--- src/rtl/smeu_pkg.sv ---
// package for the stack machine execute unit
// opcodes, error and status codes, state machine type, shared widths, multiply/divide command and response types
package smeu_pkg;
   localparam int WORD_BITS  = 32;
   localparam int DATA_DEPTH = 256;
   localparam int CALL_DEPTH = 64;
   localparam int PROG_DEPTH = 1024;
   localparam int DA_BITS = $clog2(DATA_DEPTH);
   localparam int DD_BITS = $clog2(DATA_DEPTH + 1);
   localparam int CA_BITS = $clog2(CALL_DEPTH);
   localparam int CD_BITS = $clog2(CALL_DEPTH + 1);
   localparam int PC_BITS = $clog2(PROG_DEPTH);
   localparam int CNT_BITS = $clog2(WORD_BITS + 1);

   localparam logic [4:0] OP_BEGIN = 5'd0;
   localparam logic [4:0] OP_END   = 5'd1;
   localparam logic [4:0] OP_PUSH  = 5'd2;
   localparam logic [4:0] OP_POP   = 5'd3;
   localparam logic [4:0] OP_PUSHR = 5'd4;
   localparam logic [4:0] OP_POPR  = 5'd5;
   localparam logic [4:0] OP_ADD   = 5'd6;
   localparam logic [4:0] OP_SUB   = 5'd7;
   localparam logic [4:0] OP_MUL   = 5'd8;
   localparam logic [4:0] OP_DIV   = 5'd9;
   localparam logic [4:0] OP_IN    = 5'd10;
   localparam logic [4:0] OP_OUT   = 5'd11;
   localparam logic [4:0] OP_JMP   = 5'd12;
   localparam logic [4:0] OP_JEQ   = 5'd13;
   localparam logic [4:0] OP_JNE   = 5'd14;
   localparam logic [4:0] OP_JA    = 5'd15;
   localparam logic [4:0] OP_JAE   = 5'd16;
   localparam logic [4:0] OP_JB    = 5'd17;
   localparam logic [4:0] OP_JBE   = 5'd18;
   localparam logic [4:0] OP_CALL  = 5'd19;
   localparam logic [4:0] OP_RET   = 5'd20;

   localparam logic [2:0] ERR_NONE  = 3'd0;
   localparam logic [2:0] ERR_UNDER = 3'd1;
   localparam logic [2:0] ERR_OVER  = 3'd2;
   localparam logic [2:0] ERR_DIVZ  = 3'd3;
   localparam logic [2:0] ERR_CALL  = 3'd4;

   localparam logic [1:0] ST_IDLE = 2'd0;
   localparam logic [1:0] ST_RUN  = 2'd1;
   localparam logic [1:0] ST_DONE = 2'd2;

   typedef enum logic [2:0] {
      S_IDLE, S_RD1, S_RD2, S_EXEC, S_ITER, S_WB, S_OUT
   } seq_state_type;

   typedef struct packed {
      logic                 start;
      logic                 is_mul;
      logic [WORD_BITS-1:0] a;
      logic [WORD_BITS-1:0] b;
   } alu_cmd_type;

   typedef struct packed {
      logic                 done;
      logic [WORD_BITS-1:0] res;
   } alu_rsp_type;
endpackage

--- src/rtl/smeu_muldiv.sv ---
// iterative multiply and signed divide unit, one bit per cycle
// depends on smeu_pkg
module smeu_muldiv (
   input  logic                 clock,
   input  logic                 reset,
   input  smeu_pkg::alu_cmd_type cmd,
   output smeu_pkg::alu_rsp_type rsp
);
   import smeu_pkg::*;

   logic [WORD_BITS-1:0] acc_ff, acc_in;   // product or remainder
   logic [WORD_BITS-1:0] q_ff, q_in;       // multiplier or quotient
   logic [WORD_BITS-1:0] b_ff, b_in;
   logic                 mul_ff, mul_in, neg_ff, neg_in, busy_ff, busy_in;
   logic [CNT_BITS-1:0]  cnt_ff, cnt_in;
   logic [WORD_BITS:0]   trial;
   logic [WORD_BITS-1:0] ma, mb, qres;

   always_comb begin
      ma = cmd.a[WORD_BITS-1] ? (~cmd.a + 1'b1) : cmd.a;
      mb = cmd.b[WORD_BITS-1] ? (~cmd.b + 1'b1) : cmd.b;
      trial = {acc_ff, q_ff[WORD_BITS-1]} - {1'b0, b_ff};
      acc_in = acc_ff; q_in = q_ff; b_in = b_ff; mul_in = mul_ff;
      neg_in = neg_ff; busy_in = busy_ff; cnt_in = cnt_ff;
      if (cmd.start) begin
         busy_in = 1'b1;
         cnt_in = CNT_BITS'(WORD_BITS);
         mul_in = cmd.is_mul;
         acc_in = '0;
         q_in = cmd.is_mul ? cmd.b : ma;
         b_in = cmd.is_mul ? cmd.a : mb;
         neg_in = cmd.a[WORD_BITS-1] ^ cmd.b[WORD_BITS-1];
      end else if (busy_ff) begin
         // result held from the done cycle on
         if (cnt_ff == '0) busy_in = 1'b0;
         else begin
            cnt_in = cnt_ff - 1'b1;
            if (mul_ff) begin
               // shift-add, low bits only
               acc_in = {acc_ff[WORD_BITS-2:0], 1'b0} + (q_ff[WORD_BITS-1] ? b_ff : '0);
               q_in = {q_ff[WORD_BITS-2:0], 1'b0};
            end else if (!trial[WORD_BITS]) begin
               acc_in = trial[WORD_BITS-1:0];
               q_in = {q_ff[WORD_BITS-2:0], 1'b1};
            end else begin
               acc_in = {acc_ff[WORD_BITS-2:0], q_ff[WORD_BITS-1]};
               q_in = {q_ff[WORD_BITS-2:0], 1'b0};
            end
         end
      end
      qres = neg_ff ? (~q_ff + 1'b1) : q_ff;
      rsp.done = busy_ff && (cnt_ff == '0);
      rsp.res = mul_ff ? acc_ff : qres;
   end

   always_ff @(posedge clock) begin
      acc_ff <= acc_in; q_ff <= q_in; b_ff <= b_in;
      mul_ff <= mul_in; neg_ff <= neg_in;
      if (reset) begin
         busy_ff <= 1'b0;
         cnt_ff <= '0;
      end else begin
         busy_ff <= busy_in;
         cnt_ff <= cnt_in;
      end
   end
endmodule

--- config.mk ---
export PLATFORM = sky130hd
export DESIGN_NAME = smeu_muldiv
export DESIGN_NICKNAME = d
export VERILOG_FILES = /design/src/rtl/smeu_pkg.sv /design/src/rtl/smeu_muldiv.sv
export SDC_FILE = /design/constraint.sdc
export NUM_CORES = 1
export LEC_CHECK = 0
export BUFFER_PORTS_ARGS = -buffer_cell sky130_fd_sc_hd__buf_2
export CORE_UTILIZATION = 62
export DETAILED_ROUTE_END_ITERATION = 16
export PLACE_DENSITY = 0.83
export SLEW_MARGIN = 40
export SYNTH_ARGS = -nofsm -noshare
export SYNTH_HDL_FRONTEND = slang
export SYNTH_SLANG_ARGS = --single-unit
--- constraint.sdc ---
create_clock -name clock -period 4.43 [get_ports clock]
set_clock_uncertainty 0.1 [all_clocks]
set_input_delay 0.886 -clock clock [delete_from_list [all_inputs] [get_ports clock]]
set_output_delay 0.886 -clock clock [all_outputs]
set_load 0.05 [all_outputs]
# [Yosys cells after proc, flatten, opt, wreduce, memory -nomap -nowiden]
# Index checks and enable logic that the tools add are counted.
[totals] regBits=105 latch_bits=0 mem_bits_rw=0 mem_bits_ro=0 inputBits=68 output_inout_bits=33 word_cells=46 mem_count=0
[classes] add_sub_neg=6 n_mul=0 n_div=0 n_lt_le_gt_ge=0 eq_ne=1 n_shift=0 mux=20 n_bitwise=5 reduce_logical=6
[ops] op="32-bit two-way mux" n=12
[ops] op="32-bit by 1-bit adder with 32-bit output, second input constant" n=3
[ops] op="32-bit inverter" n=3
[ops] op="33-bit by 32-bit subtractor with 33-bit output" n=1
[ops] op="32-bit adder" n=1
[ops] op="6-bit two-way mux" n=3
[ops] op="6-bit zero test" n=1
[ops] op="6-bit by 1-bit subtractor with 6-bit output, second input constant" n=1
[ops] op="1-bit two-way mux" n=5
[ops] op="2-bit AND reduction" n=2
[ops] op="2-bit inequality test, second input constant" n=1
[ops] op="2-bit nonzero test" n=1
[ops] op="2-bit OR reduction" n=1
[ops] op="1-bit logical AND" n=1
[ops] op="1-bit inverter" n=1
[ops] op="1-bit bitwise XOR" n=1

# [Longest topological paths before layout]
# Gate-level depths: netlist of run 1.
[logic_depth] ltp_word=6 ltp_mapped=16 ltp_nobuf=15

# [Worst setup path before layout of run 1]
# Ideal clock, no wire load.
[synth_timing] path_kind="register -> output" startpoint="register q_ff[5]" endpoint="output rsp[28] in the netlist's numbering" arrival_ps=3519 required_time_ps=3444 path_slack_ps=-75 stages_incl_launch_ff=9 path_buffers=0 path_cell_list="edfxtp_1 > nor4_2 > nand3_1 > or4_4 > or3_1 > or2_2 > o21ai_0 > xor2_1 > o21ai_0"
[synth_lines] item="start: declaration" line="smeu_muldiv.sv:12" source="logic [WORD_BITS-1:0] q_ff, q_in;"
[synth_lines] item="start signal: assignment" line="smeu_muldiv.sv:57" source="acc_ff <= acc_in; q_ff <= q_in; b_ff <= b_in;"
[synth_lines] item="end: declaration" line="smeu_muldiv.sv:7" source="output smeu_pkg::alu_rsp_type rsp"

==> flow_summary_export.csv, run 1 <==
group,metric,value,unit
critical_path,timing_worst_setup_path_type,"reg -> out",
floorplanning,placement_rows,47,
grt,first_global_vias,8974,
sta,worst_slack,0.0708,ns
finish,post-route-cell-area,11600,um^2
critical_path,worst_setup_ep,"rsp[26]",
placed_design,dpl.hpwl,21200,um
synth,register_bit_total_from_synthesis,105,
critical_path,timing.critical_path.depth,10,
floorplanning,core_area,16600,um^2
critical_path,r2r_cells,14,
floorplanning,start_util,63.3,%
drt,detail_route.vias_per_cell,6.23,
floorplanning,die_h,132,um
cts,clk-insertion-delay-late,0.36,ns
run_status,status,"complete, no violations",
sta,worst_hold_slack,0.425,ns
critical_path,worst_path_max_delay_cell,"or4_4",
cts,cts_root_buffer,"clkbuf_16",
critical_path,startpoint_type,"flip-flop",
critical_path,endpoint_kind,"output pin",
floorplanning,ioPinCount,101,
placed_design,finalWeightedCongestion,0.968,
sta,fmax,0.229,GHz
finish,area.growth.synth_to_final,10.8,%
finish,final.fill_count,1298,
sta,timing_max_transition_violations_final,0,
sta,slew_headroom,47.6,%
synth,async_flop_share,0,%
cts,cts_inserted_buffers,9,
placed_design,placedInstanceArea,11200,um^2
synth,synth-edff-count,66,
drt,drtPass1Iterations,6,
critical_path,cp_top_family,"simple AND/OR/NAND/NOR gates",
synth,synth_flop_cell,"edfxtp_1",
grt,grt_overflow_total,0,
sta,timing_worst_slew_pin_value,0.766,ns
critical_path,critical_path.max_stage_delay,0.54,ns
cts,cts_stage_hold_buffer_count,0,
cts,clock-sinks,105,
power,power,3.42,mW
critical_path,crit_buf_inv,1,
drt,vias,10100,
drt,detail_route.iter0.violations,921,
sta,setup_viol,0,
sta,fin_crit_sh,98.4,%
critical_path,regToRegSetupSlack,0.17,ns
finish,number_of_nets_in_the_final_layout,1531,
drt,detail_route.drc_violations,0,
placed_design,port-buffer-count,100,
synth,syn_nets,1461,
finish,antenna_cells_inserted,0,
critical_path,worstPathRequired,3.44,ns
cts,buffer_depth_of_the_longest_clock_path,2,
sta,final_period_minus_worst_setup_slack,4.36,ns
sta,total_count_of_hold_check_failures_in_the_final_report,0,
min_path,holdCritPathClass,"reg -> reg",
critical_path,startpoint,"q_ff[2]",
grt,grt_first_pass_wirelength,45300,um
drt,drt-total-wl,28300,um
placed_design,dp_worst_setup_slack,0.235,ns
drt,drt.antenna.violating_nets,0,
finish,fin_util,70.1,%
synth,yosysWarningCount,0,
critical_path,timing.rr.start,"q_ff[31]",
critical_path,regToRegEndpoint,"acc_ff[18]",
drt,wire_per_inst,17.5,um
floorplanning,floorplan.die.width,132,um
critical_path,cp_max_fo,4,
power,ir_drop,0.195,mV
power,power.static_leakage,4.87,nW
synth,synthesis.area,10500,um^2
critical_path,cp_cell_sequence,"nor4_4 > nand3_2 > or4_4 > or3_4 > or2_4 > o31ai_4 > xnor2_1 > nor2_1 > a21oi_1 > buf_4",
cts,cts_htree_levels,3,
grt,track_usage,32.1,%
finish,drive_above_1_share,15.2,%
power,powerDensity,294,nW/um^2
synth,synth.avg_cell_area,7.93,um^2
job,drv.max_cap_violation_count,0,
grt,maximum_number_of_pins_on_one_net_before_global_route_repair,63,
critical_path,arrival_time_worst_endpoint,3.37,ns
cts,post_cts_clock_slew_at_the_launch_and_capture_registers_of_the_worst_setup_and_hold_paths,0.08,ns
synth,yosys.cell_types.count,69,
grt,antenna_found_initial,0,
cts,tritoncts,"built",
synth,synthesis.instances,1324,
floorplanning,fp.dieArea,17500,um^2
synth,seq_area_frac_synth,26.3,%
## through the flow
step / TNS [ns] / instances
after global routing: -0.0806 / 1619
after detailed placement: 0 / 1591
after floorplan: 0 / 1324
after CTS: 0 / 1608
after global placement: 0 / 1591
final: 0 / 1619
## logic make-up (layout without fill, tap and decap cells)
group           count (synthesis)  count (layout)  share of synthesized area [%]
compound gates                413             413                           25.3
xor+xnor                      142             142                           11.9
fa+ha+maj                      69              69                           8.37
buf+inv                       131             206                           4.78
flops                         105             105                           26.3
mux                            42              42                           4.48
simple gates                  422             422                           18.8
## sequential cells by signal, summed over array words and instances (netlist names)
name / cells
q_ff: 32
neg_ff: 1
cnt_ff: 6
busy_ff: 1
b_ff: 32
mul_ff: 1
acc_ff: 32
## routing by layer
metal | global-route usage [%] | routed length, um
met2 | 48.3 | 12400
met3 | 3.54 | 2190
met1 | 47.3 | 13000
met4 | 11.8 | 670
met5 | 0 | 0
## worst min-delay path: cells and delay by family, from the launching register on
family           cells  cell delay, ns
AO/OA/AOI/OAI        1            0.06
AND/OR/NAND/NOR      1            0.09
flip-flops           1            0.33
## worst min path at each step
stage          depth (start not counted)    endpoint  startpoint  slack [ns]
5_1_grt                                2  acc_ff[11]  acc_ff[11]        0.47
6_report                               2   cnt_ff[1]   cnt_ff[1]        0.43
4_1_cts                                2   cnt_ff[1]   cnt_ff[1]        0.42
3_5_place_dp                           2   cnt_ff[1]   cnt_ff[1]        0.41
2_1_floorplan                          2  acc_ff[25]  acc_ff[25]        0.38
3_3_place_gp                           2   cnt_ff[1]   cnt_ff[1]        0.41
## area by class of cell
class	count	area, um^2	area share [%]
clock buffer	10	239	2.06
clock inverter	6	46.3	0.398
inverter	63	236	2.03
multi-input combinational	1088	7320	62.9
sequential	105	2760	23.8
tap	220	275	2.37
timing repair buffer	127	749	6.45
## timing repair
action / 4_1_cts / 5_1_grt
endpoints found under the hold margin: 0 / 0
setup endpoints to repair: 3 / 8
buffers inserted: 1 / 9
gates resized for setup: 6 / 9
pin swaps: 2 / 5
## cell usage in the layout, fill, tap and decap left out, types with 18 or more instances in the layout
cell type,count
a21o_1,29
a21oi_1,65
buf_2,96
buf_4,26
dfxtp_1,39
edfxtp_1,66
ha_1,67
inv_1,63
mux2_2,32
nand2_1,194
nand2b_1,18
nor2_1,87
o211ai_1,22
o21ai_0,153
o31ai_1,27
xnor2_1,44
xor2_1,96
## power breakdown
group	switching, mW	leakage [nW]	internal, mW
sequential	0.101	0.969	1.15
combinational	0.885	3.77	0.493
clock	0.389	0.136	0.402
total	1.38	4.87	2.05
## cell usage after synthesis (4+ instances only)
cell,number,area [um^2]
nand2b_1,19,119
o21bai_1,4,30.0
mux2i_1,8,80.1
nor2_1,87,327
xnor2_1,45,394
a21boi_0,4,30.0
o21a_1,9,67.6
a31oi_1,11,68.8
xor2_1,96,841
edfxtp_1,66,1980
a21oi_1,65,325
ha_1,67,838
o31a_1,4,35.0
nand4_1,11,68.8
clkbuf_1,59,221
and2_1,4,25.0
a32o_1,16,160
o21ai_1,6,30.0
nor2b_1,10,62.6
nor4_1,9,56.3
nand3_1,16,80.1
a21o_1,29,218
and3_1,6,37.5
or4_1,15,113
buf_1,6,22.5
o41ai_1,12,105
dfxtp_1,39,781
mux2_2,32,360
a2111oi_0,5,43.8
o21ai_0,154,771
o31ai_1,29,218
o211ai_1,22,165
or2_2,6,37.5
inv_1,63,236
nor3_1,16,80.1
or3_1,13,81.3
a211oi_1,16,120
nand2_1,194,728
No activity file was read; power rests on OpenSTA's default activity.
==> run 2, diff against run 1 <==
==> constraint.sdc (replaced) <==
create_clock -name clock -period 4.43 [get_ports clock]
set_clock_uncertainty 0.1 [all_clocks]
set_input_delay 0.2215 -clock clock [delete_from_list [all_inputs] [get_ports clock]]
set_output_delay 0.2215 -clock clock [all_outputs]
set_load 0.05 [all_outputs]
==> flow_summary_export.csv, run 2 (same netlist as run 1, synthesis figures left out) <==
group,metric,value,unit
run_status,status,"complete, no violations",
grt,grt_use_met1,48.3,%
sta,fmax,0.246,GHz
drt,wire_per_inst,17.2,um
grt,track_usage,32.1,%
drt,drt-total-wl,27600,um
placed_design,placedInstanceArea,11100,um^2
sta,fin_crit_sh,91.9,%
critical_path,timing_worst_setup_path_type,"reg -> reg",
job,drv.max_cap_violation_count,0,
min_path,holdCritPathClass,"in -> reg",
floorplanning,die_h,132,um
critical_path,worst_path_max_delay_cell,"a211oi_4",
critical_path,cp_max_fo,30,
drt,detail_route.drc_violations,0,
sta,setup_repair_after_global_routing_missed_its_margin,"false",
sta,timing_max_transition_violations_final,0,
finish,top_regs,"acc_ff: 32 flops, b_ff: 32 flops, q_ff: 32 flops",
grt,grtUsageMet2,48.2,%
sta,final_period_minus_worst_setup_slack,4.07,ns
power,ir_drop,0.215,mV
sta,timing_worst_slew_pin_value,0.794,ns
cts,post_cts_clock_slew_at_the_launch_and_capture_registers_of_the_worst_setup_and_hold_paths,0.08,ns
finish,antenna_cells_inserted,0,
drt,detail_route.iter0.violations,973,
critical_path,regToRegEndpoint,"acc_ff[18]",
cts,cts_stage_hold_buffer_count,0,
grt,maximum_number_of_pins_on_one_net_before_global_route_repair,130,
grt,grt_overflow_total,0,
drt,vias,9987,
finish,drive_above_1_share,13.6,%
grt,antenna_found_initial,0,
grt,gr-usage-met3,3.61,%
grt,grt_first_pass_wirelength,45200,um
finish,layout.cells.most_common,"nand2_1",
critical_path,startpoint,"q_ff[31]",
finish,top_library_cells_by_usage_in_the_layout_fill_and_taps_aside,"nand2_1, o21ai_0, buf_2",
cts,cts_root_buffer,"clkbuf_16",
finish,post-route-cell-area,11500,um^2
critical_path,endpoint_kind,"flip-flop",
critical_path,startpoint_type,"flip-flop",
cts,cts_htree_levels,3,
finish,final.fill_count,1334,
critical_path,regToRegSetupSlack,0.36,ns
placed_design,port-buffer-count,100,
critical_path,arrival_time_worst_endpoint,4.26,ns
sta,slew_headroom,45.7,%
floorplanning,floorplan.die.width,132,um
power,power.static_leakage,4.79,nW
critical_path,worstPathRequired,4.62,ns
cts,clock-sinks,105,
finish,area.growth.synth_to_final,9.15,%
critical_path,worst_setup_ep,"acc_ff[18]",
finish,fin_util,69.1,%
sta,setup_viol,0,
min_path,worst_hold_path.num_cells,2,
placed_design,finalWeightedCongestion,0.950,
drt,detail_route.vias_per_cell,6.23,
cts,clk-insertion-delay-late,0.36,ns
drt,drtPass1Iterations,7,
critical_path,critical_path.max_stage_delay,0.42,ns
grt,first_global_vias,8888,
sta,total_count_of_hold_check_failures_in_the_final_report,0,
finish,number_of_nets_in_the_final_layout,1516,
cts,cts_inserted_buffers,9,
grt,globalRoute.busiestLayer,"met1",
drt,drt.antenna.violating_nets,0,
critical_path,timing.rr.start,"q_ff[31]",
floorplanning,fp.dieArea,17500,um^2
floorplanning,ioPinCount,101,
cts,tritoncts,"built",
critical_path,cp_cell_sequence,"inv_1 > ha_1 > fa_1 > nand2b_1 > a211oi_2 > o21ai_0 > o211ai_1 > nand3_1 > a211oi_4 > xnor2_2 > buf_12 > nand2_1 > a2111oi_0 > a221o_1",
floorplanning,placement_rows,47,
floorplanning,start_util,63.3,%
power,powerDensity,297,nW/um^2
cts,buffer_depth_of_the_longest_clock_path,2,
sta,setup_tns,0,ns
floorplanning,core_area,16600,um^2
placed_design,dpl.hpwl,21300,um
critical_path,r2r_cells,14,
[run 2: changes by cell type in the layout (fill, tap and decap cells not counted), moves of 2 or more]
cell      before  now
buf_4         26   10
buf_2         96   98
clkbuf_1       0    2
o31ai_1       27   29
or3_1         11   13
or3_4          2    0
[run 2: layout make-up]
class	count	area, um^2	area share (%)
Clock inverter	5	62.6	0.546
Sequential cell	105	2760	24.1
Multi-Input combinational cell	1088	7260	63.3
Clock buffer	11	233	2.03
Timing Repair Buffer	112	628	5.48
Inverter	63	236	2.06
Tap cell	220	275	2.40
[run 2: stage by stage]
stage	instances	hold slack (ns)	power (mW)	setup WS, ns
floorplan	1324	0.194	2.22	0.589
global placement	1586	0.382	2.54	0.583
detailed placement	1587	0.388	2.57	0.372
CTS	1603	0.0126	3.38	0.335
global route	1604	0.0353	3.57	0.0559
finish	1604	0.0227	3.40	0.361
[run 2: critical path, delay by kind of cell, from the launching register on]
family                   cells  cell delay [ns]
buffers and inverters        2             0.34
XOR/XNOR                     1             0.28
adder cells (fa/ha/maj)      2             0.60
AO/OA/AOI/OAI                6             1.78
flip-flops                   1             0.37
AND/OR/NAND/NOR              3             0.50
[run 2: worst min path at each step]
stage,startpoint,to,slack (ns)
finish,reset,cnt_ff[5],0.02
global route,reset,cnt_ff[3],0.04
CTS,reset,cnt_ff[5],0.01
detailed placement,reset,cnt_ff[5],0.39
global placement,reset,cnt_ff[5],0.38
floorplan,reset,busy_ff,0.19
[run 2: power breakdown]
group	total [mW]	internal (mW)	switching, mW
Sequential	1.25	1.15	0.0996
Clock	0.815	0.443	0.372
Combinational	1.34	0.470	0.866
[run 2: repair_timing]
action	4_1_cts	5_1_grt
gates resized for setup	0	1
endpoints found under the setup margin	0	2
setup buffers	0	0
[run 2: routing by layer]
layer,up-vias,wire length (um)
met5,-,0
met4,0,352
met3,21,2020
met2,409,11900
met1,4637,13400
li1,4920,-
==> run 3, diff against run 2 <==
Settings changed: CORE_UTILIZATION 62 to 63, CTS_BUF_LIST set to sky130_fd_sc_hd__clkbuf_4 sky130_fd_sc_hd__clkbuf_8, PLACE_DENSITY 0.83 to 0.84.
==> flow_summary_export.csv, run 3 (same netlist as run 1, synthesis figures left out) <==
group,metric,value,unit
finish,antenna_cells_inserted,0,
drt,detail_route.drc_violations,0,
run_status,status,"complete, no violations",
critical_path,worst_path_max_delay_cell,"or4_4",
sta,timing_max_transition_violations_final,0,
cts,cts_htree_levels,3,
finish,top_regs,"acc_ff: 32 flops, b_ff: 32 flops, q_ff: 32 flops",
grt,track_usage,34.0,%
finish,drive_above_1_share,13.7,%
min_path,holdCritPathClass,"in -> reg",
finish,top_library_cells_by_usage_in_the_layout_fill_and_taps_aside,"nand2_1, o21ai_0, buf_2",
critical_path,cp_top_family,"simple AND/OR/NAND/NOR gates",
critical_path,cp_cell_sequence,"nor4_2 > nand3_1 > or4_4 > or3_1 > or2_2 > o31ai_1 > xnor2_1 > nor2_1 > a21oi_1 > buf_2",
critical_path,worstPathRequired,4.11,ns
floorplanning,ioPinCount,101,
finish,area.growth.synth_to_final,8.24,%
power,power.static_leakage,4.74,nW
sta,setup_tns,0,ns
sta,fmax,0.246,GHz
cts,clk-insertion-delay-late,0.39,ns
power,power.share.combinational,41.6,%
sta,total_count_of_hold_check_failures_in_the_final_report,0,
critical_path,startpoint_type,"flip-flop",
cts,cts_root_buffer,"clkbuf_8",
sta,timing_worst_slew_pin_value,0.808,ns
sta,setup_viol,0,
floorplanning,start_util,65.3,%
floorplanning,die_h,131,um
placed_design,port-buffer-count,100,
power,ir_drop,0.196,mV
drt,drt-total-wl,28100,um
finish,fin_util,70.7,%
grt,antenna_found_initial,0,
cts,cts_inserted_buffers,9,
power,total_switching_power,1.32,mW
sta,final_period_minus_worst_setup_slack,4.06,ns
critical_path,critical_path.max_stage_delay,0.59,ns
grt,grt_overflow_total,0,
power,power.sequential.fraction,38.9,%
cts,buffer_depth_of_the_longest_clock_path,2,
drt,drt.antenna.violating_nets,0,
placed_design,finalWeightedCongestion,0.938,
grt,grt_first_pass_wirelength,45400,um
grt,maximum_number_of_pins_on_one_net_before_global_route_repair,130,
drt,wire_per_inst,17.6,um
critical_path,timing_worst_setup_path_type,"reg -> out",
sta,slew_headroom,44.7,%
critical_path,endpoint_kind,"output pin",
floorplanning,floorplan.die.width,131,um
drt,detail_route.vias_per_cell,6.22,
sta,setup_repair_after_global_routing_missed_its_margin,"false",
drt,vias,9956,
power,powerDensity,284,nW/um^2
drt,drtPass1Iterations,7,
job,drv.max_cap_violation_count,0,
critical_path,crit_buf_inv,1,
finish,number_of_nets_in_the_final_layout,1516,
drt,detail_route.iter0.violations,932,
floorplanning,core_area,16100,um^2
grt,first_global_vias,8836,
finish,layout.cells.most_common,"nand2_1",
cts,clock-sinks,105,
power,power.internal,1.90,mW
sta,fin_crit_sh,91.8,%
critical_path,cp_max_fo,4,
floorplanning,placement_rows,46,
critical_path,arrival_time_worst_endpoint,3.74,ns
power,netSwitchingFraction,41.1,%
cts,post_cts_clock_slew_at_the_launch_and_capture_registers_of_the_worst_setup_and_hold_paths,0.11,ns
floorplanning,fp.dieArea,17200,um^2
cts,tritoncts,"built",
placed_design,dpl.hpwl,21600,um
power,share_clk_of_total_power,19.5,%
-- run 3: changes by cell type in the layout (fill, tap and decap cells not counted), moves of 2 or more --
cell / change
clkbuf_16: -9
clkbuf_1: -2
clkbuf_8: +9
inv_8: +2
inv_6: -2
-- run 3: area by class of cell --
type	count	area, um^2
multi-input combinational	1088	7260
fill	1287	4700
sequential	105	2760
timing repair buffer	112	626
tap	216	270
inverter	63	236
clock buffer	10	131
clock inverter	6	75.1
-- run 3: what timing repair did --
action	4_1_cts	5_1_grt
gates resized for setup	0	2
hold buffers	1	0
hold endpoints to repair	7	0
endpoints found under the setup margin	0	2
buffers inserted	0	0
-- run 3: per-layer routing --
| layer | track usage (%) | vias up | share of wire (%) |
|---|---|---|---|
| met1 | 51.6 | 4562 | 47 |
| met4 | 11.4 | 0 | 2.3 |
| met5 | 0 | - | 0 |
| met3 | 4.99 | 38 | 8.6 |
| li1 | - | 4926 | - |
| met2 | 48.9 | 430 | 42 |
-- run 3: path summary, 6_finish.rpt --
kind / start / endpoint / slack (ns) / cells after the start
setup / recovery: q_ff[4] / rsp[26] / 0.37 / 10
hold / removal: cmd[50] / b_ff[18] / 0.07 / 3
setup reg to reg: q_ff[31] / acc_ff[29] / 0.37 / 14
hold reg to reg: cnt_ff[1] / cnt_ff[1] / 0.42 / 2
-- run 3: per-stage QoR --
step / area [um^2] / std cells / worst slack (ns) / power (mW) / hold WS, ns
finish: 11400 / 1600 / 0.365 / 3.22 / 0.0742
global route: 11400 / 1600 / 0.00871 / 3.39 / 0.0714
CTS: 11300 / 1599 / 0.326 / 3.20 / 0.0512
detailed placement: 11100 / 1582 / 0.385 / 2.58 / 0.394
global placement: 11100 / 1582 / 0.578 / 2.55 / 0.381
floorplan: 10500 / 1324 / 0.589 / 2.22 / 0.194
-- run 3: power by group through the flow --
stage | combinational, mW | sequential (mW) | clock, mW
3_5_place_dp | 1.30 | 1.27 | 0
4_1_cts | 1.31 | 1.25 | 0.636
3_3_place_gp | 1.28 | 1.27 | 0
5_1_grt | 1.46 | 1.26 | 0.669
6_report | 1.34 | 1.25 | 0.629
2_1_floorplan | 0.984 | 1.23 | 0
-- run 3: tightest hold or removal path: cells and delay by family --
family,cells,cell delay [ns]
buf+inv,1,0.12
compound gates,1,0.06
simple gates,1,0.05
